==> src/hdl/dlt_pkg.sv <==
// Shared types, constants and helpers for the delta-list timer queue.
// No dependencies; used by dlt_cell, dlt_ctrl and delta_list_timer_queue_top.
`timescale 1ns / 1ps

package dlt_pkg;

    localparam int SLOTS       = 16;  // timer cells in the chain
    localparam int DELAY_BITS  = 16;  // width of a stored delta
    localparam int DELAY_IN_W  = 16;  // width of the delay port
    localparam int OWNER_BITS  = 4;

    localparam logic [32:0] DELTA_MAX = (33'd1 << DELAY_BITS) - 33'd1;

    typedef enum logic {
        CMD_TICK   = 1'b0,
        CMD_INSERT = 1'b1
    } cmd_t;

    typedef enum logic [1:0] {
        KIND_ACCEPTED = 2'd0,
        KIND_FULL     = 2'd1,
        KIND_EXPIRED  = 2'd2
    } kind_t;

    typedef enum logic {
        TOK_SEARCH = 1'b0,  // still looking for the sorted position
        TOK_CARRY  = 1'b1   // pushing a displaced entry toward the tail
    } tok_mode_t;

    typedef enum logic [1:0] {
        ST_IDLE,
        ST_INSERT,
        ST_POP
    } state_t;

    // One timer entry held by a cell.
    typedef struct packed {
        logic                  valid;
        logic [DELAY_BITS-1:0] delta;
        logic [OWNER_BITS-1:0] owner;
    } entry_t;

    // Insert token handed from cell to cell.
    typedef struct packed {
        logic                  valid;
        tok_mode_t             mode;
        logic [DELAY_BITS-1:0] delta;
        logic [OWNER_BITS-1:0] owner;
    } tok_t;

    // Per-cell control from the sequencer.
    typedef struct packed {
        logic dec;  // decrement the held delta, saturating at zero
        logic shl;  // take the right neighbor's entry (pop the head)
    } cell_ctl_t;

    // Chain status seen by the sequencer.
    typedef struct packed {
        entry_t head;
        entry_t second;
        logic   full;
        logic   busy;   // a token is somewhere in the chain
    } chain_status_t;

    function automatic logic [DELAY_BITS-1:0] sat_delay(input logic [DELAY_IN_W-1:0] d);
        logic [32:0] wide;
        wide = 33'(d);
        if (wide > DELTA_MAX) begin
            return DELTA_MAX[DELAY_BITS-1:0];
        end
        return wide[DELAY_BITS-1:0];
    endfunction

endpackage

==> src/hdl/dlt_cell.sv <==
// One cell of the sorted timer chain: holds one entry and one token stage.
// Depends on dlt_pkg.
`timescale 1ns / 1ps

module dlt_cell (
    input  logic               aclk,
    input  logic               aresetn,
    input  dlt_pkg::cell_ctl_t ctl,
    input  dlt_pkg::tok_t      tok_in,
    input  dlt_pkg::entry_t    right_in,
    output dlt_pkg::tok_t      tok_out,
    output dlt_pkg::entry_t    ent_out
);

    dlt_pkg::entry_t ent_reg, ent_next;
    dlt_pkg::tok_t   tok_reg, tok_next;

    always_comb begin
        ent_next = ent_reg;
        tok_next = '0;
        if (ctl.shl) begin
            ent_next = right_in;
        end else if (ctl.dec) begin
            if (ent_reg.valid && (ent_reg.delta != '0)) begin
                ent_next.delta = ent_reg.delta - {{(dlt_pkg::DELAY_BITS-1){1'b0}}, 1'b1};
            end
        end else if (tok_in.valid) begin
            case (tok_in.mode)
                dlt_pkg::TOK_SEARCH: begin
                    if (!ent_reg.valid) begin
                        ent_next = '{valid: 1'b1, delta: tok_in.delta, owner: tok_in.owner};
                    end else if (tok_in.delta >= ent_reg.delta) begin
                        // pass on with the remaining delay
                        tok_next = '{valid: 1'b1, mode: dlt_pkg::TOK_SEARCH,
                                     delta: tok_in.delta - ent_reg.delta,
                                     owner: tok_in.owner};
                    end else begin
                        // take the new entry, push the old one with its reduced delta
                        ent_next = '{valid: 1'b1, delta: tok_in.delta, owner: tok_in.owner};
                        tok_next = '{valid: 1'b1, mode: dlt_pkg::TOK_CARRY,
                                     delta: ent_reg.delta - tok_in.delta,
                                     owner: ent_reg.owner};
                    end
                end
                dlt_pkg::TOK_CARRY: begin
                    ent_next = '{valid: 1'b1, delta: tok_in.delta, owner: tok_in.owner};
                    if (ent_reg.valid) begin
                        tok_next = '{valid: 1'b1, mode: dlt_pkg::TOK_CARRY,
                                     delta: ent_reg.delta, owner: ent_reg.owner};
                    end
                end
                default: begin
                    tok_next = '0;
                end
            endcase
        end
    end

    always_ff @(posedge aclk) begin
        if (!aresetn) begin
            ent_reg.valid <= 1'b0;
            tok_reg.valid <= 1'b0;
        end else begin
            ent_reg <= ent_next;
            tok_reg <= tok_next;
        end
    end

    assign tok_out = tok_reg;
    assign ent_out = ent_reg;

endmodule

==> src/hdl/dlt_ctrl.sv <==
// Sequencer of the timer queue: input handshake, insert launch, tick pops
// and the result register. Depends on dlt_pkg.
`timescale 1ns / 1ps

module dlt_ctrl (
    input  logic                           aclk,
    input  logic                           aresetn,
    input  logic                           s_valid,
    output logic                           s_ready,
    input  logic                           s_cmd,
    input  logic [dlt_pkg::OWNER_BITS-1:0] s_owner_id,
    input  logic [dlt_pkg::DELAY_IN_W-1:0] s_delay,
    output logic                           m_valid,
    input  logic                           m_ready,
    output logic [1:0]                     m_kind,
    output logic [dlt_pkg::OWNER_BITS-1:0] m_owner_out,
    output logic                           m_last,
    input  dlt_pkg::chain_status_t         status,
    output dlt_pkg::cell_ctl_t             ctl,
    output dlt_pkg::tok_t                  inj
);

    dlt_pkg::state_t state_reg, state_next;
    dlt_pkg::tok_t   inj_reg, inj_next;

    logic                           m_valid_reg;
    dlt_pkg::kind_t                 m_kind_reg, kind_next;
    logic [dlt_pkg::OWNER_BITS-1:0] m_owner_reg, owner_next;
    logic                           m_last_reg, last_next;
    logic                           load;
    logic                           out_free;
    logic                           busy;
    logic                           pop_last;

    assign out_free = !m_valid_reg || m_ready;
    assign busy     = status.busy || inj_reg.valid;
    assign pop_last = !(status.second.valid && (status.second.delta == '0));

    always_comb begin
        state_next = state_reg;
        inj_next   = '0;
        ctl        = '0;
        s_ready    = 1'b0;
        load       = 1'b0;
        kind_next  = dlt_pkg::KIND_ACCEPTED;
        owner_next = s_owner_id;
        last_next  = 1'b1;
        case (state_reg)
            dlt_pkg::ST_IDLE: begin
                s_ready = out_free;
                if (s_valid && out_free) begin
                    if (s_cmd == dlt_pkg::CMD_INSERT) begin
                        load = 1'b1;
                        if (status.full) begin
                            kind_next = dlt_pkg::KIND_FULL;
                        end else begin
                            inj_next   = '{valid: 1'b1, mode: dlt_pkg::TOK_SEARCH,
                                           delta: dlt_pkg::sat_delay(s_delay),
                                           owner: s_owner_id};
                            state_next = dlt_pkg::ST_INSERT;
                        end
                    end else if (status.head.valid) begin
                        ctl.dec    = 1'b1;
                        state_next = dlt_pkg::ST_POP;
                    end
                end
            end
            dlt_pkg::ST_INSERT: begin
                if (!busy) begin
                    state_next = dlt_pkg::ST_IDLE;
                end
            end
            dlt_pkg::ST_POP: begin
                if (status.head.valid && (status.head.delta == '0)) begin
                    if (out_free) begin
                        load       = 1'b1;
                        kind_next  = dlt_pkg::KIND_EXPIRED;
                        owner_next = status.head.owner;
                        last_next  = pop_last;
                        ctl.shl    = 1'b1;
                        if (pop_last) begin
                            state_next = dlt_pkg::ST_IDLE;
                        end
                    end
                end else begin
                    state_next = dlt_pkg::ST_IDLE;
                end
            end
            default: begin
                state_next = dlt_pkg::ST_IDLE;
            end
        endcase
    end

    always_ff @(posedge aclk) begin
        if (!aresetn) begin
            state_reg     <= dlt_pkg::ST_IDLE;
            inj_reg.valid <= 1'b0;
            m_valid_reg   <= 1'b0;
        end else begin
            state_reg <= state_next;
            inj_reg   <= inj_next;
            if (load) begin
                m_valid_reg <= 1'b1;
            end else if (m_ready) begin
                m_valid_reg <= 1'b0;
            end
        end
    end

    always_ff @(posedge aclk) begin
        if (load) begin
            m_kind_reg  <= kind_next;
            m_owner_reg <= owner_next;
            m_last_reg  <= last_next;
        end
    end

    assign inj         = inj_reg;
    assign m_valid     = m_valid_reg;
    assign m_kind      = m_kind_reg;
    assign m_owner_out = m_owner_reg;
    assign m_last      = m_last_reg;

    a_no_shift_with_token: assert property (@(posedge aclk) disable iff (!aresetn)
        !(ctl.shl && (busy || ctl.dec)))
        else $error("pop overlaps an insert or decrement");

    a_pop_only_due: assert property (@(posedge aclk) disable iff (!aresetn)
        ctl.shl |-> (status.head.valid && (status.head.delta == '0)))
        else $error("popped a head that is not due");

    a_insert_launch: assert property (@(posedge aclk) disable iff (!aresetn)
        (s_valid && s_ready && (s_cmd == dlt_pkg::CMD_INSERT) && !status.full)
        |=> (inj_reg.valid && (state_reg == dlt_pkg::ST_INSERT)))
        else $error("insert token not launched");

    a_idle_chain_quiet: assert property (@(posedge aclk) disable iff (!aresetn)
        (state_reg == dlt_pkg::ST_IDLE) |-> !busy)
        else $error("token in flight while idle");

endmodule

==> src/hdl/delta_list_timer_queue_top.sv <==
// Top level of the delta-list timer queue: sequencer plus a chain of cells.
// Depends on dlt_pkg, dlt_cell and dlt_ctrl.
//
//   channel | direction | ports                                   | handshake
//   --------+-----------+-----------------------------------------+----------------
//   s_      | in        | s_cmd, s_owner_id, s_delay              | s_valid/s_ready
//   m_      | out       | m_kind, m_owner_out, m_last             | m_valid/m_ready
//
// Insert: the transaction is accepted, then a token walks the chain one cell
//   per cycle until it is placed, and the next transaction is taken once it
//   is done; an insert rejected on a full queue launches no token.
// Tick: the head is decremented, then expired timers pop one per cycle while
//   m_ready allows, or the tick ends with nothing due; an empty queue pops nothing.
// Reset (aresetn low, synchronous) clears the cell valid bits: the queue
//   comes up empty with no clearing pass.
// m_ready low holds the result register and stalls further pops.
`timescale 1ns / 1ps

module delta_list_timer_queue_top (
    input  logic                           aclk,
    input  logic                           aresetn,
    input  logic                           s_valid,
    output logic                           s_ready,
    input  logic                           s_cmd,
    input  logic [dlt_pkg::OWNER_BITS-1:0] s_owner_id,
    input  logic [dlt_pkg::DELAY_IN_W-1:0] s_delay,
    output logic                           m_valid,
    input  logic                           m_ready,
    output logic [1:0]                     m_kind,
    output logic [dlt_pkg::OWNER_BITS-1:0] m_owner_out,
    output logic                           m_last
);

    // The chain is the sorted list itself: cell 0 holds the head, each cell
    // holds its delay relative to the cell on its left, valid cells are
    // always packed from cell 0 upward.
    dlt_pkg::entry_t    ent_arr   [dlt_pkg::SLOTS];
    dlt_pkg::entry_t    right_arr [dlt_pkg::SLOTS];
    dlt_pkg::tok_t      tok_arr   [dlt_pkg::SLOTS];
    dlt_pkg::tok_t      tok_in_arr[dlt_pkg::SLOTS];
    dlt_pkg::cell_ctl_t cell_ctl  [dlt_pkg::SLOTS];
    logic [dlt_pkg::SLOTS-1:0] busy_vec;

    dlt_pkg::cell_ctl_t     ctl;
    dlt_pkg::tok_t          inj;
    dlt_pkg::chain_status_t status;

    dlt_ctrl u_ctrl (
        .aclk        (aclk),
        .aresetn     (aresetn),
        .s_valid     (s_valid),
        .s_ready     (s_ready),
        .s_cmd       (s_cmd),
        .s_owner_id  (s_owner_id),
        .s_delay     (s_delay),
        .m_valid     (m_valid),
        .m_ready     (m_ready),
        .m_kind      (m_kind),
        .m_owner_out (m_owner_out),
        .m_last      (m_last),
        .status      (status),
        .ctl         (ctl),
        .inj         (inj)
    );

    for (genvar i = 0; i < dlt_pkg::SLOTS; i++) begin : g_cell
        // Feed the token from the left neighbor, or from the sequencer at the head.
        if (i == 0) begin : g_head
            assign tok_in_arr[i] = inj;
        end else begin : g_body
            assign tok_in_arr[i] = tok_arr[i-1];
        end

        // Shift in from the right on a pop; the tail shifts in an empty entry.
        if (i == dlt_pkg::SLOTS - 1) begin : g_tail
            assign right_arr[i] = '0;
        end else begin : g_inner
            assign right_arr[i] = ent_arr[i+1];
        end

        // Only the head takes the tick decrement.
        assign cell_ctl[i] = {(i == 0) && ctl.dec, ctl.shl};
        assign busy_vec[i] = tok_arr[i].valid;

        dlt_cell u_cell (
            .aclk     (aclk),
            .aresetn  (aresetn),
            .ctl      (cell_ctl[i]),
            .tok_in   (tok_in_arr[i]),
            .right_in (right_arr[i]),
            .tok_out  (tok_arr[i]),
            .ent_out  (ent_arr[i])
        );
    end

    assign status.head   = ent_arr[0];
    assign status.second = ent_arr[1];
    assign status.full   = ent_arr[dlt_pkg::SLOTS-1].valid;
    assign status.busy   = |busy_vec;

endmodule
==> config.mk <==
export PLATFORM = sky130hd
export DESIGN_NAME = delta_list_timer_queue_top
export DESIGN_NICKNAME = d
export VERILOG_FILES = /design/src/hdl/dlt_pkg.sv /design/src/hdl/dlt_cell.sv /design/src/hdl/dlt_ctrl.sv /design/src/hdl/delta_list_timer_queue_top.sv
export SDC_FILE = /design/constraint.sdc
export NUM_CORES = 2
export LEC_CHECK = 0
export BUFFER_PORTS_ARGS = -buffer_cell sky130_fd_sc_hd__buf_2
export CORE_MARGIN = 1.5
export CORE_UTILIZATION = 65
export CTS_CLUSTER_SIZE = 8
export DETAILED_ROUTE_END_ITERATION = 12
export GPL_ROUTABILITY_DRIVEN = 0
export GPL_TIMING_DRIVEN = 0
export PLACE_DENSITY = 0.81
export SYNTH_ARGS = -nofsm -noshare
export SYNTH_HDL_FRONTEND = slang
export SYNTH_SLANG_ARGS = --single-unit
==> constraint.sdc <==
create_clock -name aclk -period 11.52 [get_ports aclk]
set_input_delay 0 -clock aclk [delete_from_list [all_inputs] [get_ports aclk]]
set_output_delay 0 -clock aclk [all_outputs]
set_load 0.02 [all_outputs]
==> impl_metrics.tcl <==
set metrics [dict create \
    nets 6475 \
    cp_cell_sequence "inv_1, nand4_1, nor3_1, nand3_1, nor4_1, clkbuf_1, clkbuf_1, a21oi_1, nor2_2, buf_6" \
    viasPerCell 6.46 \
    max_stage_delay_ns 0.98 \
    rows 103 \
    synth_nets 6299 \
    crit_slowest_cell "nor4_1" \
    grt_pass1_vias 43700 \
    largest_register_ffs 336 \
    cp_max_fo 12 \
    path_buf_inv 4 \
    fin_crit_ns 5.79 \
    syn_inst 5761 \
    cp_common_cell "clkbuf_1" \
    synth_area_mm2 0.0521 \
    die_w_um 286 \
    cts.clk_slew.worst_paths_ns 0.06 \
    holdCritPathClass "in2reg" \
    clock_latency_ns 0.68 \
    synth_common_cells "edfxtp_1 (662), nand2_1 (655), inv_1 (592)" \
    synth_ff_type "edfxtp_1" \
    synth_top_area_share_pct 38.1 \
    yosysWarnings 0 \
    synth_seq_cells 698 \
    ant_nets 0 \
    rsz0062_at_grt "no" \
    cts.sinks 698 \
    portBuffers 33 \
    clock.fmax_ghz 0.173 \
    cp-start-kind "register" \
    vdd_ir_drop_max_mv 0.124 \
    cts_tree "done" \
    crit_type "reg2reg" \
    pre_cts_ws_ns 6.34 \
    leakagePower_nw 23.9 \
    fp.dieArea_mm2 0.0819 \
    maxCapViolations 0 \
    gr-total-overflow 0 \
    crit_family "simple AND/OR/NAND/NOR gates" \
    grt_pass1_wl_um 237000 \
    firstDrtPassIters 9 \
    cp.arrival_ns 6.16 \
    pin_count 34 \
    synth.most_common_cell "edfxtp_1" \
    hold_slack_ns 0.132 \
    start_util_pct 65.9 \
    root_buffer "clkbuf_16" \
    grt_usage_pct 36.6 \
    hpwl_um 113000 \
    wl_um 153000 \
    drive_above_1_share_pct 5.05 \
    outcome "completed" \
    grt_max_degree 121 \
    drv_slew 0 \
    synth_top_area_cell "edfxtp_1" \
    die_h_um 286 \
    skew_ns 0.0351 \
    setup_viol 0 \
    postSynthAreaPerCell_um2 9.05 \
    async_flop_share_pct 0 \
    synthToLayoutAreaGrowth_pct 9.35 \
    wl_per_cell_um 21.8 \
    worstMarginPinSlew_ns 1.42 \
    drt-initial-drc-count 5017 \
    synth_edf_count 662 \
    cts_inserted_buffers 98 \
    antenna_found_initial 0 \
    routed-via-count 45500 \
    worst_slack_ns 5.73 \
    post-route-period-util_pct 50.3 \
    clockBufferDepth 3 \
    final.setup.tns_ns 0 \
    post_cts_resized 0 \
    netlist_top_cells_area "edfxtp_1 (38%), ha_1 (12%), nand2_1 (4.7%), inv_1 (4.3%), a21oi_1 (4.1%)" \
    slew_headroom_pct 4.28 \
    fp.coreArea_mm2 0.0791 \
    worstSetupEndpointType "register" \
    drc 0 \
    worstPathRequired_ns 11.89 \
    hold_viol 0 \
    synth_cell_types 95 \
    ctsHtreeMaxLevel 3 \
    synth-seq-area-share_pct 39.5 \
    power-per-cell-area_mw_per_mm2 109 \
]
[worst reg2reg max path, delay by kind of cell (launching register included)]
| family | cells | cell delay (ns) |
|---|---|---|
| compound gates | 1 | 0.14 |
| buf+inv | 4 | 2.17 |
| flops | 1 | 0.47 |
| simple gates | 5 | 2.70 |
[cell type report]
| type | count | area (µm²) |
|---|---|---|
| multi-input cells | 4171 | 28100 |
| fillers | 5898 | 22100 |
| flip-flops and latches | 698 | 20600 |
| clock buffers | 140 | 2640 |
| inverters | 592 | 2220 |
| well taps | 1050 | 1310 |
| plain buffers | 300 | 1230 |
| repair buffers | 76 | 726 |
| clock inverters | 9 | 146 |
| diodes | 1 | 2.50 |
[report_power, final]
group	internal [mW]	total [mW]	switching, mW
Clock	1.60	2.73	1.13
Sequential	2.82	2.86	0.0394
Combinational	0.246	0.634	0.388
Total	4.66	6.22	1.56
[cell usage in the layout, fill, tap and decap left out, types with 14 or more instances in the layout]
cell,n
dlygate4sd3_1,25
a211oi_1,119
o21bai_1,40
o21a_1,47
nor2b_1,79
mux2i_1,182
a31oi_1,58
nor4_1,20
and3_1,32
a221oi_1,26
xor2_1,75
or3_1,16
a21o_1,167
nor3_1,95
fa_1,30
nand2b_1,40
xnor2_1,153
o31ai_1,25
edfxtp_1,662
and2_1,41
ha_1,483
mux2_2,26
clkbuf_1,276
o21ai_0,418
nand2_1,655
o211ai_1,24
buf_1,14
buf_8,14
buf_2,74
nand3_1,70
clkbuf_16,99
dfxtp_1,36
a221o_1,22
a22oi_1,35
a211o_1,15
a21oi_1,424
inv_1,592
nand4_1,42
nor2_1,495
[final timing paths]
| kind | depth (start not counted) | slack, ns | to | from |
|---|---|---|---|---|
| hold / removal | 3 | 0.13 | u_ctrl.inj[14] | s_delay[10] |
| hold reg to reg | 2 | 0.52 | g_cell[4].u_cell.tok_out[21] | g_cell[4].u_cell.ent_out[20] |
| setup reg to reg | 10 | 5.73 | g_cell[7].u_cell.ent_out[15] | g_cell[0].u_cell.ent_out[8] |
| setup / recovery | 10 | 5.73 | g_cell[7].u_cell.ent_out[15] | g_cell[0].u_cell.ent_out[8] |
[through the flow]
| stage | cell area [µm²] | utilization, % | cells | power (mW) |
|---|---|---|---|---|
| floorplan | 52100 | - | 5761 | 3.34 |
| global placement | 53600 | 67.8 | 6844 | 3.50 |
| detailed placement | 54000 | 68.2 | 6862 | 3.51 |
| CTS | 57000 | 72.1 | 7036 | 6.20 |
| global route | 57000 | 72.1 | 7036 | 6.36 |
| finish | 57000 | 72.1 | 7037 | 6.22 |
[cells by family after synthesis]
kind of cell	share of synthesized area [%]
AND/OR/NAND/NOR	14.0
flip-flops	39.5
XOR/XNOR	3.83
buffers and inverters	6.62
AO/OA/AOI/OAI	19.2
adder cells (fa/ha/maj)	12.7
multiplexers	4.06
[repair_timing]
action | in CTS | in global routing
buffers inserted | 0 | 0
hold buffers | 25 | 0
hold endpoints to repair | 127 | 0
[metal layers]
layer	wire, µm	track usage (%)	up-vias
li1	-	-	20700
met1	59100	46.5	21500
met2	70800	59.7	2679
met3	13800	5.90	625
met4	9490	20.4	0
met5	0	0	-
No activity file was read; power rests on OpenSTA's default activity.
